`src/pcse_ram.sv`:
```
// Generic single-port-write, single-port-read RAM with a registered read.
// Depends on nothing.
module pcse_ram #(
  parameter int WIDTH = 8,
  parameter int DEPTH = 16
) (
  input  logic                     clk,
  input  logic                     we,
  input  logic [$clog2(DEPTH)-1:0] waddr,
  input  logic [WIDTH-1:0]         wdata,
  input  logic [$clog2(DEPTH)-1:0] raddr,
  output logic [WIDTH-1:0]         rdata
);

  logic [WIDTH-1:0] mem [DEPTH];

  always_ff @(posedge clk) begin
    if (we) begin
      mem[waddr] <= wdata;
    end
    rdata <= mem[raddr];
  end

endmodule

```
`config.mk`:
```
export PLATFORM = sky130hd
export DESIGN_NAME = pcse_ram
export DESIGN_NICKNAME = d
export VERILOG_FILES = /design/src/pcse_ram.sv
export SDC_FILE = /design/constraint.sdc
export NUM_CORES = 1
export LEC_CHECK = 0
export ABC_AREA = 0
export BUFFER_PORTS_ARGS = -buffer_cell sky130_fd_sc_hd__buf_2
export CORE_UTILIZATION = 57
export CTS_CLUSTER_DIAMETER = 150
export DETAILED_ROUTE_END_ITERATION = 8
export PLACE_DENSITY = 0.75
export SYNTH_ARGS = -nofsm -noshare
export SYNTH_HDL_FRONTEND = slang
export SYNTH_SLANG_ARGS = --single-unit
```
`constraint.sdc`:
```
create_clock -name clk -period 1.9 [get_ports clk]
set_input_delay 0.19 -clock clk [delete_from_list [all_inputs] [get_ports clk]]
set_output_delay 0.19 -clock clk [all_outputs]
set_load 0.02 [all_outputs]
```
# ---- Word-level counts from Yosys, hierarchy flattened
# Memory sizes are Yosys's and may differ from the RTL's. A register that Yosys moved wholly into a read port is not among the register bits.
# Index checks and enable logic that the tools add are counted.
dict set report totals {
  memories 1
  latchBits 0
  ram_bits 128
  mem_bits_ro 0
  inputBits 18
  reg_bits 0
}
# memory depth word_bits rd rd_clocked_by_memory_dff wr line
set memory_table {}
lappend memory_table {mem 16 8 1 1 1 15} ;# logic [WIDTH-1:0] mem [DEPTH];
dict set report op_classes {
  div 0
  muxes 2
  shift 0
  addsub 0
  n_eq_ne 0
  n_reduce_logical 0
  mul 0
  bitwise_logic 0
  order_cmp 0
}
# cell n
set op_table {}
lappend op_table {{$mux 1} 2}

# ---- Depth between registers and ports, before layout
dict set report logic_depth {
  depth_word 2
  ltp_mapped 5
  depth_no_buf 3
}

# ---- Worst setup path before layout
# No wires, ideal clock.
dict set report synth_path {
  path_type {input to register}
  from {input waddr[2]}
  to {memory mem[0][0] (enable)}
  arrival_time_ns 1.300
  slack_ns 0.217
  t_required_ns 1.517
  path_stages 2
  setup_ns 0.383
  path_cell_list {or3b_2 > nor3_1}
}
# element line
set synth_rtl {}
lappend synth_rtl {{start, declared} 9} ;# input logic [$clog2(DEPTH)-1:0] waddr,
lappend synth_rtl {{end, declared} 15}
# Straight into the memory's write port.

==> results.sh <==
export IMPL_gr_usage_all_layers=0.2253
export IMPL_path_class="reg -> reg"
export IMPL_drt_initial_drc_count=254
export IMPL_drive_gt1_frac=0.3186
export IMPL_crit_fanout=1
export IMPL_synth_area_um2=5147
export IMPL_peakVddDrop_mv=0.8630
export IMPL_arrival_ns=1.88
export IMPL_nets=301
export IMPL_relSlewSlack=0.5814
export IMPL_synth_cell_types=19
export IMPL_cts_max_level=4
export IMPL_postCtsSetupBuffers=0
export IMPL_stdcell_count=403
export IMPL_ant_nets=0
export IMPL_wl_um=9597
export IMPL_fin_crit_sh=0.7848
export IMPL_die_width_um=97.03
export IMPL_whs_ns=0.04703
export IMPL_synthTopCellsByArea="edfxtp_1, mux4_2, mux4_1, dfxtp_1, a22oi_1"
export IMPL_rsz0062_at_grt="no"
export IMPL_place_inst=372
export IMPL_via_per_inst=6.213
export IMPL_first_pass_iters=4
export IMPL_io_pins=26
export IMPL_clkTransAtPathRegs_ns=0.06
export IMPL_r2r_end="rdata[2]"
export IMPL_end_kind="flop"
export IMPL_holdPathStages=1
export IMPL_core_area_um2=8721
export IMPL_insertion_delay_ns=0.51
export IMPL_antenna_found_initial=0
export IMPL_num_rows=34
export IMPL_grt_first_pass_wirelength_um=14750
export IMPL_vias=2504
export IMPL_gp_congestion=0.7430
export IMPL_drt_wirelength_per_cell_um=23.81
export IMPL_die_height_um=97.03
export IMPL_area_delta_synth_final_pct=19.06
export IMPL_cp_required_ns=2.29
export IMPL_hp_start="wdata[4]"
export IMPL_finClkSkew_ns=0.006972
export IMPL_worstSetupStartpointType="flop"
export IMPL_min_period_ns=1.491
export IMPL_power_density_nw_per_um2=1168
export IMPL_cts_tree="done"
export IMPL_overflow=0
export IMPL_initial_core_util=0.5902
export IMPL_timing_final_hold_violations=0
export IMPL_r2r_slack_ns=0.41
export IMPL_cts_sinks=136
export IMPL_final_core_util=0.7027
export IMPL_grt_pass1_vias=2552
export IMPL_tightest_slew_ns=0.6256
export IMPL_diodes=0
export IMPL_layout_common_cells="edfxtp_1, buf_2, mux4_2, buf_4"
export IMPL_die_area_um2=9415
export IMPL_synth_seq_cells=136
export IMPL_route_detailed_drc=0
export IMPL_syn_num_nets=247
export IMPL_worstRegToRegCells=3
export IMPL_io_buffers=25
export IMPL_hpwlAfterDp_um=5823
export IMPL_finalSetupViolations=0
export IMPL_reg2reg_from="mem[2][2]"
export IMPL_clockBufferDepth=2
export IMPL_postSynthAreaPerCell_um2=22.48
export IMPL_yosysWarnings=0
export IMPL_hold_path_end="mem[6][4]"
export IMPL_synth_largest_area_cell="edfxtp_1"
export IMPL_hold_class="in -> reg"
export IMPL_final_common_cell="edfxtp_1"
export IMPL_ctsResizeCount=0
export IMPL_clockRootBuffer="clkbuf_8"
export IMPL_synth_top_cell_area_share=0.7467
export IMPL_slew_violations=0
export IMPL_cts_hold_fix_buffers=0
export IMPL_syn_instance_count=229
export IMPL_timing_fmax_mhz=670.7
export IMPL_grt_max_degree=33
export IMPL_cts_buffers=17
export IMPL_max_cap_violations=0
export IMPL_fin_setup_tns_ns=0
export IMPL_ys_seq_area_frac=0.7778
export IMPL_total_leakage_power_nw=2.110
export IMPL_status="complete, no violations"
[metal layers]
layer / GRT usage / share of wire
met1: 0.3146 / 0.41
met2: 0.3456 / 0.50
met3: 0.05130 / 0.066
met4: 0.1010 / 0.018
met5: 0 / 0
[how the worst max path moves through the flow]
| stage | from | to | cells after the start |
|---|---|---|---|
| final | mem[2][2] | rdata[2] | 3 |
| after global placement | raddr[0] | rdata[3] | 5 |
| after detailed placement | raddr[0] | rdata[3] | 5 |
| after global routing | mem[3][2] | rdata[2] | 3 |
| after CTS | mem[2][2] | rdata[2] | 3 |
| after floorplan | waddr[2] | mem[0][0] | 2 |
[sequential cells by signal, indices dropped and copies added (netlist names)]
register and cells:
mem 128, rdata 8
[synth_stat cells (all sizes together)]
library cell,instances
nor3,4
mux4,32
a22oi,16
nand3,1
nor2b,1
or3b,1
clkdlybuf4s25,3
and2,1
edfxtp,128
nand2b,2
buf,7
nand2,9
nor2,13
and2b,1
dfxtp,8
nand3b,2
[report_power, final]
group / switching, mW / internal [mW] / leakage [nW] / total, mW
clock network: 1.16 / 2.29 / 0.300 / 3.45
registers: 0.0221 / 3.35 / 1.22 / 3.38
logic: 0.194 / 0.136 / 0.586 / 0.330
[cell type report]
cell class,instances,area (µm²)
flip-flops and latches,136,4004
fillers,503,2592
multi-input cells,83,1057
clock buffers,19,431.7
repair buffers,45,300.3
clock inverters,12,200.2
well taps,108,135.1
[critical path, cell delays in order (launching register included)]
cell and delay, ns:
edfxtp_1 0.42, mux4_1 0.56, a22oi_1 0.29, nand2_1 0.09
[stage by stage]
step	worst slack [ns]	total power, mW	instance area, µm²
floorplan	0.2171	3.626	5147
global placement	0.2462	3.755	5497
detailed placement	0.2226	3.767	5497
CTS	0.4316	7.198	6128
global route	0.4014	7.342	6128
finish	0.4089	7.158	6128
[cells by family (layout without fill, tap and decap cells)]
group / after synthesis / in the layout / synth area share
buffers and inverters: 10 / 76 / 0.01677
AND/OR/NAND/NOR: 35 / 35 / 0.03184
multiplexers: 32 / 32 / 0.1502
AO/OA/AOI/OAI: 16 / 16 / 0.02334
flip-flops: 136 / 136 / 0.7778
No activity file was read; power rests on OpenSTA's default activity.
