<file path="src/pcse_pkg.sv">
// Package for the piecewise cubic spline evaluator.
// Holds widths, status codes, queue entry and state types used by all modules but pcse_ram.
// Depends on nothing.
package pcse_pkg;

  localparam int MAX_POINTS     = 32;
  localparam int NUM_CURVES     = 3;
  localparam int COEF_WIDTH     = 40;
  localparam int DIST_FRAC_BITS = 16;
  localparam int DIST_WIDTH     = 8 + DIST_FRAC_BITS;
  localparam int SPEED_WIDTH    = 32;
  localparam int SPEED_SHIFT    = 8;
  localparam int CFG_WIDTH      = 6;
  localparam int NREGS          = 3;
  localparam int CURVE_WIDTH    = 2;
  localparam int IDX_WIDTH      = 5;
  localparam int STORE_DEPTH    = NUM_CURVES * MAX_POINTS;
  localparam int ADDR_WIDTH     = $clog2(STORE_DEPTH);
  localparam int CNT_WIDTH      = $clog2(MAX_POINTS + 1);
  localparam int PROD_WIDTH     = COEF_WIDTH + DIST_WIDTH + 1;
  localparam int QUEUE_DEPTH    = 2;
  localparam int ROW_WIDTH      = DIST_WIDTH + 4 * COEF_WIDTH;

  typedef enum logic [2:0] {
    ST_OK        = 3'd0,
    ST_BELOW     = 3'd1,
    ST_ABOVE     = 3'd2,
    ST_NOT_LOAD  = 3'd3,
    ST_WRITE     = 3'd4
  } status_t;

  typedef enum logic [3:0] {
    BK_IDLE, BK_RD_FIRST, BK_CHK_FIRST, BK_CHK_LAST, BK_SEARCH, BK_SEARCH_WAIT,
    BK_FETCH, BK_FETCH_WAIT, BK_MUL, BK_ADD, BK_DONE
  } bk_state_t;

  typedef enum logic [0:0] { OP_WRITE = 1'b0, OP_EVAL = 1'b1 } op_t;

  typedef struct packed {
    logic [DIST_WIDTH-1:0] knot;
    logic [COEF_WIDTH-1:0] a;
    logic [COEF_WIDTH-1:0] b;
    logic [COEF_WIDTH-1:0] c;
    logic [COEF_WIDTH-1:0] d;
  } row_t;

  typedef struct packed {
    logic                  is_eval;
    logic [ADDR_WIDTH-1:0] base;
    logic [CNT_WIDTH-1:0]  num;
    logic [DIST_WIDTH-1:0] query;
    logic [IDX_WIDTH-1:0]  entry;
    row_t                  row;
  } job_t;

endpackage

</file>
<file path="src/pcse_front.sv">
// Front part: accepts items, resolves the curve and count, and pushes one
// job per item into a short queue. Depends on pcse_pkg.
module pcse_front (
  input  logic                              clk,
  input  logic                              rst_n,
  input  logic                              in_valid,
  output logic                              in_ready,
  input  logic                              in_op,
  input  logic [pcse_pkg::CURVE_WIDTH-1:0]  in_curve,
  input  logic [pcse_pkg::IDX_WIDTH-1:0]    in_entry_index,
  input  logic [pcse_pkg::DIST_WIDTH-1:0]   in_knot_distance,
  input  logic [pcse_pkg::COEF_WIDTH-1:0]   in_coef_cubic,
  input  logic [pcse_pkg::COEF_WIDTH-1:0]   in_coef_square,
  input  logic [pcse_pkg::COEF_WIDTH-1:0]   in_coef_linear,
  input  logic [pcse_pkg::COEF_WIDTH-1:0]   in_coef_const,
  input  logic [pcse_pkg::DIST_WIDTH-1:0]   in_query_distance,
  input  logic [pcse_pkg::CFG_WIDTH-1:0]    points_r [pcse_pkg::NREGS],
  output logic                              job_valid,
  input  logic                              job_ready,
  output pcse_pkg::job_t                    job
);
  import pcse_pkg::*;

  job_t                      q_r [QUEUE_DEPTH];
  logic [1:0]                cnt_r;
  logic                      wp_r, rp_r;
  logic [CURVE_WIDTH-1:0]    cv;
  logic [ADDR_WIDTH-1:0]     base;
  logic [CFG_WIDTH-1:0]      nraw;
  logic [CNT_WIDTH-1:0]      num;
  job_t                      nj;
  logic                      push, pop;

  always_comb begin
    cv = (in_curve >= CURVE_WIDTH'(NUM_CURVES)) ? '0 : in_curve;
    base = ADDR_WIDTH'(cv) * ADDR_WIDTH'(MAX_POINTS);
    nraw = (int'(cv) < NREGS) ? points_r[cv] : '0;
    num = (nraw > CFG_WIDTH'(MAX_POINTS)) ? CNT_WIDTH'(MAX_POINTS) : CNT_WIDTH'(nraw);
    nj.is_eval = (in_op == OP_EVAL);
    nj.base = base;
    nj.num = num;
    nj.query = in_query_distance;
    nj.entry = in_entry_index;
    nj.row = '{knot: in_knot_distance, a: in_coef_cubic, b: in_coef_square,
               c: in_coef_linear, d: in_coef_const};
  end

  assign in_ready  = (cnt_r != 2'(QUEUE_DEPTH));
  assign push      = in_valid && in_ready;
  assign job_valid = (cnt_r != 2'd0);
  assign pop       = job_valid && job_ready;
  assign job       = q_r[rp_r];

  always_ff @(posedge clk) begin
    if (push) begin
      q_r[wp_r] <= nj;
    end
  end

  always_ff @(posedge clk) begin
    if (!rst_n) begin
      cnt_r <= '0;
      wp_r  <= 1'b0;
      rp_r  <= 1'b0;
    end else begin
      if (push) wp_r <= ~wp_r;
      if (pop) rp_r <= ~rp_r;
      cnt_r <= cnt_r + 2'(push) - 2'(pop);
    end
  end

endmodule

</file>
<file path="config.mk">
export PLATFORM = sky130hd
export DESIGN_NAME = pcse_front
export DESIGN_NICKNAME = d
export VERILOG_FILES = /design/src/pcse_pkg.sv /design/src/pcse_front.sv
export SDC_FILE = /design/constraint.sdc
export NUM_CORES = 1
export LEC_CHECK = 0
export BUFFER_PORTS_ARGS = -buffer_cell sky130_fd_sc_hd__buf_2
export CELL_PAD_IN_SITES_DETAIL_PLACEMENT = 1
export CELL_PAD_IN_SITES_GLOBAL_PLACEMENT = 1
export CORE_MARGIN = 4
export CORE_UTILIZATION = 23
export DETAILED_ROUTE_END_ITERATION = 10
export PLACE_DENSITY_LB_ADDON = 0.12
export SYNTH_ARGS = -nofsm -noshare
export SYNTH_HDL_FRONTEND = slang
export SYNTH_SLANG_ARGS = --single-unit
</file>
<file path="constraint.sdc">
create_clock -name clk -period 10.1 [get_ports clk]
set_input_delay 1.01 -clock clk [delete_from_list [all_inputs] [get_ports clk]]
set_output_delay 1.01 -clock clk [all_outputs]
set_load 0.1 [all_outputs]
</file>
**Word level (Yosys, flattened, before mapping)**

Memory sizes are Yosys's and may differ from the RTL's. A register that Yosys moved wholly into a read port is not among the register bits.
Index checks and enable logic that the tools add are counted.

- Flip-flop bits (word level): 4
- Latch bits: 0
- Memory bits (writable): 444
- Memory bits (read-only): 0
- Input port bits: 238
- Output and inout bits: 229
- Memories kept: 1

Memories:

| memory | depth | bits a word | read ports | clocked after memory_dff | wr ports | RTL line | source |
|---|---|---|---|---|---|---|---|
| q_r | 2 | 222 | 1 | 1 | 1 | pcse_front.sv:24 | `job_t q_r [QUEUE_DEPTH];` |

- Add/sub/neg operators: 2
- $mul: 0
- Divide/modulo/power cells: 0
- Magnitude comparators: 4
- Eq/ne operators: 1
- Shifts and indexed selects: 0
- Muxes and demuxes: 10
- Bitwise operators: 3
- Reduce and logical (&&, ||, !) cells: 3

Operator list:

| cell | count |
|---|---|
| two-way mux 6 bit | 4 |
| binary-select mux 6 bit (select 2 bit) | 1 |
| > comparator 6 bit, second input constant | 1 |
| two-way mux 1 bit | 4 |
| >= comparator 3 bit, second input constant | 1 |
| NOT 2 -> 3 bit | 1 |
| adder 2 x 1 -> 2 bit | 1 |
| >= comparator 2 bit, second input constant | 1 |
| logical AND 1 bit | 2 |
| < comparator 2 bit, second input constant | 1 |
| two-way mux 2 bit | 1 |
| != test 2 bit, second input constant | 1 |
| NOT 1 bit | 2 |
| nonzero test 2 bit | 1 |
| subtractor 2 x 1 -> 2 bit | 1 |

**Depth between registers and ports, before layout**

Gate-level depths: netlist of run 1.

- Depth after elaboration: 9
- Depth in mapped cells: 8
- Gate-level depth less buffers: 8

**Worst setup path before layout of run 1**

No wires, ideal clock.

- Kind: register -> register
- Start point: register cnt_r[0]
- End point: memory q_r[1][0] (netlist name), enable pin
- Setup time: 612 ps
- Arrival time: 6,442 ps
- Path slack: 3,047 ps
- Stages on the path, launching flop included: 3
- Period minus slack after synthesis: 7,053 ps
- Cell sequence: dfxtp_1 > nand2b_1 > and3_1

- Word-level cells in the longest chain between the ends: 4

Ends and longest elaborated chain:

| what | RTL line | source |
|---|---|---|
| from (decl) | pcse_front.sv:25 | `logic [1:0] cnt_r;` |
| from (signal assigned) | pcse_front.sv:68 | `cnt_r <= cnt_r + 2'(push) - 2'(pop);` |
| != test 2 bit | pcse_front.sv:48 | `assign in_ready = (cnt_r != 2'(QUEUE_DEPTH));` |
| named net in_ready | pcse_front.sv:7 | `output logic in_ready,` |
| logical AND 1 bit | pcse_front.sv:49 | `assign push = in_valid && in_ready;` |
| two-way mux 1 bit | pcse_front.sv:55 | `if (push) begin` |
| two-way mux 1 bit (implied by the code) | pcse_front.sv:56 | `q_r[wp_r] <= nj;` |
| to (decl) | pcse_front.sv:24 |  |

The timed path passes the listed nets, and every way through them passes these cells.

==> results of run 1 <==
registers in the layout (all words and copies together), names as in the netlist, named ones only:
| signal | count |
|---|---|
| cnt_r | 2 |
| q_r | 444 |
| rp_r | 1 |
| wp_r | 1 |
cell usage after synthesis (all sizes together):
master | instances | area share
nor2b | 9 | 0.0033
buf | 33 | 0.021
a211oi | 10 | 0.0043
ha | 2 | 0.0014
mux2i | 8 | 0.0048
conb | 1 | 0.00022
inv | 2 | 0.00043
xnor2 | 3 | 0.0015
nand3b | 1 | 0.00043
mux2 | 222 | 0.18
nand2 | 1 | 0.00022
dfxtp | 5 | 0.0058
edfxtp | 444 | 0.77
a21boi | 1 | 0.00043
nand2b | 1 | 0.00036
a21bo | 1 | 0.00058
o21a | 1 | 0.00043
or2 | 1 | 0.00036
and2 | 2 | 0.00072
and3 | 1 | 0.00036
layer usage:
| layer | part of all wire | vias up | track usage | wire [um] |
|---|---|---|---|---|
| met5 | 0.0038 | - | 0 | 172 |
| met4 | 0.025 | 24 | 0.0347 | 1120 |
| met3 | 0.11 | 97 | 0.0549 | 4920 |
| met2 | 0.51 | 320 | 0.189 | 22900 |
| met1 | 0.36 | 4295 | 0.112 | 16200 |
| li1 | - | 3990 | - | - |
how the worst min path moves through the flow:
stage,to,slack [ns],cells past startpoint
after floorplan,flip-flop,0.50,2
after global placement,rp_r$_SDFFE_PN0P_,0.52,2
after detailed placement,flip-flop,0.53,2
after CTS,q_r[0][37]$_DFFE_PP_,0.55,1
after global routing,q_r[1][48]$_DFFE_PP_,0.56,1
final,flip-flop,0.54,2
logic make-up (layout without fill, tap and decap cells):
kind of cell             count (synthesis)  after routing  synth area share
flip-flops                             449            449             0.775
other                                    1             17          0.000216
XOR/XNOR                                 3              3           0.00152
AO/OA/AOI/OAI                           13             13           0.00578
adder cells (fa/ha/maj)                  2              2           0.00144
buffers and inverters                   35            566            0.0217
multiplexers                           230            230             0.188
AND/OR/NAND/NOR                         16             16           0.00571
final cells by class:
| class | instances | area share |
|---|---|---|
| sequential | 449 | 0.604 |
| inverter | 2 | 0.000675 |
| tap | 969 | 0.0545 |
| clock inverter | 25 | 0.00934 |
| clock buffer | 69 | 0.0643 |
| timing repair buffer | 470 | 0.107 |
| multi-input combinational | 269 | 0.159 |
| antenna | 12 | 0.00135 |
worst reg2reg max path: stages (launching register included):
cell      delay, ns
dfxtp_1        0.38
nand2b_1       0.22
and3_4         0.68
buf_4          0.83
buf_4          0.79
metrics by stage:
| step | cell area (um^2) | hold WS, ns | power, mW |
|---|---|---|---|
| 2_1_floorplan | 17300 | 0.504 | 5.21 |
| 3_3_place_gp | 20600 | 0.525 | 5.62 |
| 3_5_place_dp | 20600 | 0.531 | 5.63 |
| 4_1_cts | 22200 | 0.550 | 7.49 |
| 5_1_grt | 22200 | 0.561 | 7.65 |
| 6_report | 22200 | 0.537 | 7.34 |
power groups by stage:
stage               registers, mW  clock network, mW  logic [mW]
detailed placement           2.45                  0        3.18
global placement             2.44                  0        3.18
finish                       2.40               1.81        3.13
floorplan                    2.44                  0        2.77
global route                 2.43               1.98        3.24
CTS                          2.41               1.90        3.18
==> metrics.md, run 1 <==
| Metric | Value |
|---|---|
| Status | `completed` |
| P_int | `4.02 mW` |
| Share of layout cells above drive strength 1 | `0.597` |
| P&R area growth vs syn | `28.4%` |
| CTS Root Buffer Type | `clkbuf_16` |
| CTS H-tree lvls | `2` |
| Top Ports | `467` |
| Antenna Nets Post-Route | `0` |
| Commonest cells after routing, fill and taps aside | `buf_2, edfxtp_1, mux2_4` |
| Slowest CP cell | `buf_4` |
| R2R Path End | `q_r[1][167]$_DFFE_PP_` |
| Syn_area_per_cell | `23.1 um^2` |
| Max incr delay on CP | `roughly 0.95 ns` |
| Worst flop-to-flop path startpoint | `cnt_r[0]$_SDFF_PN0_` |
| Rel. slew slack | `0.250` |
| Post-synth cell types | `26` |
| Hold buffers post-CTS | `0` |
| # placed instances | `2159` |
| DIE AREA | `about 80000 um^2` |
| Clock Pin Slew Worst Setup and Hold Paths | `0.05 ns` |
| Routability cong. | `between 0.6 and 0.7` |
| Row cnt | `100` |
| CP Max Fanout | `57` |
| First DRT Iteration DRCs | `393` |
| Seq cells post-synth | `449` |
| Capture point of the worst path | `job[116]` |
| Reg area | `13400 um^2` |
| Cell mode on critical path | `buf_4` |
| Sequential area share after synthesis | `0.775` |
| CTS-repair resized insts | `0` |
| Worst-Skew Late Latency | `0.59 ns` |
| Setup CP Type | `flip-flop to output port` |
| Sequential Power Share | `0.327` |
| Power per Cell Area | `around 330 nW/um^2` |
| Vias | `8726` |
| Combinational share of power | `0.426` |
| CTS Sinks | `449` |
| Num CTS Buffers | `53` |
| RSZ-0062 raised after global routing | `no` |
| R2r worst-path depth | `4` |
| Crit. End Element | `output port` |
| Core area | `74600 um^2` |
| CP bufs+invs | `3` |
| GR Overflow Total | `0` |
| Final period util | `0.487` |
| Setup Skew | `0.0287 ns` |
| Non-filler cells, final | `2265` |
| TritonCTS clock tree | `built` |
| Yosys warns | `0` |
| Initial Util | `0.232` |
| WP data arrival | `3.90 ns` |
| Fmax | `204 MHz` |
| Clock network power share | `0.247` |
| # DRC | `0` |
| Initial antenna violation count | `26` |
| Port Buffer Count | `461` |
| Least-Margin Pin Slew | `1.13 ns` |
| Total stage count of the critical path | `4` |
| Final core utilization | `0.298` |
| Total negative setup slack | `0 ns` |
| Leakage | `8.43 nW` |
| Nets | `between 1000 and 1500` |
| Switching Fraction | `0.452` |
| Hold path start | `rp_r$_SDFFE_PN0P_` |
| CP required | `9.09 ns` |
| Hold Fails Final Rpt | `0` |
| Max clock buf depth | `3` |
| Commonest non-fill, non-tap cell in the layout | `buf_2` |
| Cells after Synth | `749` |
| Die Y-Extent | `282 um` |
| Die Wd | `282 um` |
| TritonRoute pass-1 iters | `4` |
| CP top delay family | `buffers and inverters` |
| Net Switching | `~3.3 mW` |
| Final setup viols | `0` |
| Fill cell count | `7767` |
| Largest net degree at the start of global routing | `108` |
| CP startpoint kind | `flip-flop` |
| Hold Crit Class | `flip-flop to flip-flop` |
| Post-DP HPWL | `31.1 mm` |
| Crit-path cells | `buf_4 -> buf_4 -> mux2_4 -> buf_2` |
| Wire length of the first global-routing pass | `63.0 mm` |
| Via density | `slightly below 4` |
| Vias in the first global route | `about 9700` |
| Worst Setup Slack, final | `5.19 ns` |
| Final min period | `4.91 ns` |
| GRT Util Overall | `0.108` |
| Max-Cap Viols | `0` |
| Dpl ws | `5.59 ns` |
| Area of the multi-input gates | `3530 um^2` |
| Flop2flop setup slack | `between 6 and 7 ns` |
| Final wirelength | `45.4 mm` |
| Post-CTS Setup Bufs | `0` |
| Avg WL per Cell | `20.0 um` |
| Post-Synthesis Cell Area | `about 17000 um^2` |
| Max IR drop VDD | `0.000145 V` |
| Max-slew violation count | `0` |
(Power assumes the default switching activity.)
==> run 2, diff against run 1 <==
Settings changed: ABC_AREA from default to 1.
Clock period 10.1 ns to 4.1 ns, I/O delays scaled along.
==> metrics.md, run 2 <==
| Metric | Value |
|---|---|
| CTS Sinks | `449 (unchanged)` |
| Max-Cap Viols | `0 (unchanged)` |
| DIE AREA | `75800 um^2 (-5.0%)` |
| Initial antenna violation count | `3 (-88%)` |
| Max clock buf depth | `3 (unchanged)` |
| Vias in the first global route | `10900 (+13%)` |
| Top_reg_cell synth | `edfxtp_1` |
| Synth area leaders | `edfxtp_1, mux2_2, buf_2` |
| Worst flop-to-flop path startpoint | `cnt_r[0]$_SDFF_PN0_` |
| Hold Crit Class | `input port to flip-flop` |
| Max-slew violation count | `0 (unchanged)` |
| Via density | `3.86 (+0.25%)` |
| CP startpoint kind | `flip-flop` |
| Crit-path cells | `buf_12 -> mux2_2 -> buf_2` |
| Top reg by flops | `q_r` |
| Hold path start | `in_coef_square[26]` |
| Count leader, synth | `edfxtp_1` |
| Row cnt | `97 (-3.0%)` |
| Syn_area_per_cell | `21.3 um^2 (-7.9%)` |
| Routability cong. | `0.743 (+7.6%)` |
| Least-Margin Pin Slew | `0.861 ns (-0.265 ns)` |
| Clock Pin Slew Worst Setup and Hold Paths | `0.06 ns (about the same)` |
| Yosys warns | `0 (unchanged)` |
| Post-Synthesis Cell Area | `16400 um^2 (-5.2%)` |
| RSZ-0062 raised after global routing | `no` |
| Final min period | `2.99 ns` |
| Final period util | `0.729` |
| Post-CTS Setup Bufs | `0 (unchanged)` |
| Total power | `18.6 mW (+150%)` |
| Total negative setup slack | `0 ns (unchanged)` |
| Commonest non-fill, non-tap cell in the layout | `buf_2` |
| Largest net degree at the start of global routing | `114 (+5.6%)` |
| GRT Util Overall | `0.116 (+0.00840)` |
| Seq cells post-synth | `449 (unchanged)` |
| GR Overflow Total | `0 (unchanged)` |
| Final setup viols | `0 (unchanged)` |
| Final wirelength | `45.9 mm (+1.3%)` |
| CTS H-tree lvls | `2 (unchanged)` |
| Antenna Nets Post-Route | `0 (unchanged)` |
| Port Buffer Count | `461 (unchanged)` |
| CP Max Fanout | `63 (+11%)` |
| Yosys top cell by area | `edfxtp_1` |
| Commonest cells after routing, fill and taps aside | `buf_2, edfxtp_1, mux2_2` |
| Top Ports | `467 (unchanged)` |
| Core area | `70400 um^2 (-5.6%)` |
| Nets | `1726 (+16%)` |
| Cells after Synth | `771 (+2.9%)` |
| Max IR drop VDD | `0.000455 V (+210%)` |
| Die Wd | `275 um (-2.5%)` |
| Initial Util | `0.233 (+0.00106)` |
| CP required | `3.69 ns (-5.40 ns)` |
| EDFF count, synth | `444 (unchanged)` |
| Avg WL per Cell | `18.6 um (-7.3%)` |
| Num CTS Buffers | `53 (unchanged)` |
| Fraction of registers with async set/reset | `0 (unchanged)` |
| Max incr delay on CP | `0.78 ns (-0.17 ns)` |
| Status | `completed` |
| # DRC | `0 (unchanged)` |
| Worst-Skew Late Latency | `0.58 ns (about the same)` |
| Power per Cell Area | `779 nW/um^2 (+140%)` |
| CTS Root Buffer Type | `clkbuf_16` |
| Slowest CP cell | `dfxtp_4` |
| First DRT Iteration DRCs | `390 (-0.76%)` |
| TritonCTS clock tree | `built` |
| Wire length of the first global-routing pass | `66.6 mm (+5.7%)` |
| Die Y-Extent | `275 um (-2.5%)` |
| Sequential area share after synthesis | `0.818 (+0.0423)` |
| Setup CP Type | `flip-flop to output port` |
| Post-synth cell types | `19 (-27%)` |
| Top-area cell type share of the netlist area | `0.812 (+0.0420)` |
| Hold Fails Final Rpt | `0 (unchanged)` |
| Regs by FF count | `q_r (444), cnt_r (2)` |
| Leading cell types by count after synthesis | `edfxtp_1, mux2_2, buf_2, nand2_1, inv_1` |
| Share of layout cells above drive strength 1 | `0.511 (-0.0859)` |
| Fmax | `334 MHz` |
| Leakage | `8.88 nW (+5.3%)` |
| Max reg flops | `444 (unchanged)` |
| Rel. slew slack | `0.426 (+0.176)` |
| TritonRoute pass-1 iters | `4 (unchanged)` |
| Setup Skew | `0.0144 ns (-0.0142 ns)` |
| P&R area growth vs syn | `45.3%` |
| Post-DP HPWL | `31.8 mm (+2.4%)` |
| Vias | `9555 (+9.5%)` |
| WP data arrival | `2.58 ns (-1.32 ns)` |
| Crit. End Element | `output port` |
## run 2: layout make-up
| cell class | instances | area, um^2 |
|---|---|---|
| fill | 7317 | 46500 |
| inverter | 11 | 41.3 |
| tap | 940 | 1180 |
| clock inverter | 33 | 317 |
| timing repair buffer | 687 | 4620 |
| sequential | 449 | 13400 |
| multi-input combinational | 284 | 2840 |
| clock buffer | 67 | 1420 |
| antenna | 3 | 7.51 |
## run 2: kinds of logic after synthesis
kind of cell	Yosys count	share of synthesized area
flops	449	0.818
other cells	1	0.000228
buf+inv	42	0.0131
fa+ha+maj	2	0.00152
mux	222	0.152
xor+xnor	1	0.000533
simple gates	46	0.0122
compound gates	8	0.00244
## run 2: per-stage QoR
step	std cells	setup WS (ns)	hold slack, ns	util	instance area [um^2]
5_1_grt	2474	0.941	0.0144	0.339	23900
3_5_place_dp	2159	1.64	0.444	0.284	20000
2_1_floorplan	775	-0.256	0.425	-	16500
4_1_cts	2470	0.978	0.000992	0.339	23800
3_3_place_gp	2159	1.64	0.438	0.284	20000
6_report	2474	1.11	0.0557	0.339	23900
## run 2: timing repair
action / CTS / global route
hold endpoints to repair: 422 / 2
hold buffers: 211 / 1
gates resized for setup: 0 / 0
## run 2: per-layer routing
| layer | track usage | wire length (um) |
|---|---|---|
| met3 | 0.0382 | 3260 |
| met2 | 0.210 | 23900 |
| met5 | 0 | 0 |
| met1 | 0.130 | 17600 |
| met4 | 0.0357 | 1210 |
## run 2: report_power, final
| group | total, mW | internal (mW) | switching [mW] |
|---|---|---|---|
| clock network | 4.68 | 2.83 | 1.86 |
| logic | 7.83 | 1.43 | 6.39 |
| registers | 6.08 | 5.86 | 0.218 |
| total | 18.6 | 10.1 | 8.47 |
## run 2: path summary, 6_finish.rpt
kind	end	slack [ns]	cells after the start
worst max-delay path	job[158]	1.11	3
worst min-delay path	q_r[1][106]$_DFFE_PP_	0.06	1
worst max register to register	q_r[1][94]$_DFFE_PP_	1.97	5
worst min register to register	flip-flop	0.46	1
## run 2: worst max-delay path, delay by kind of cell (launching register included)
family	cells	cell delay, ns
buf+inv	2	0.71
flops	1	0.78
mux	1	0.42
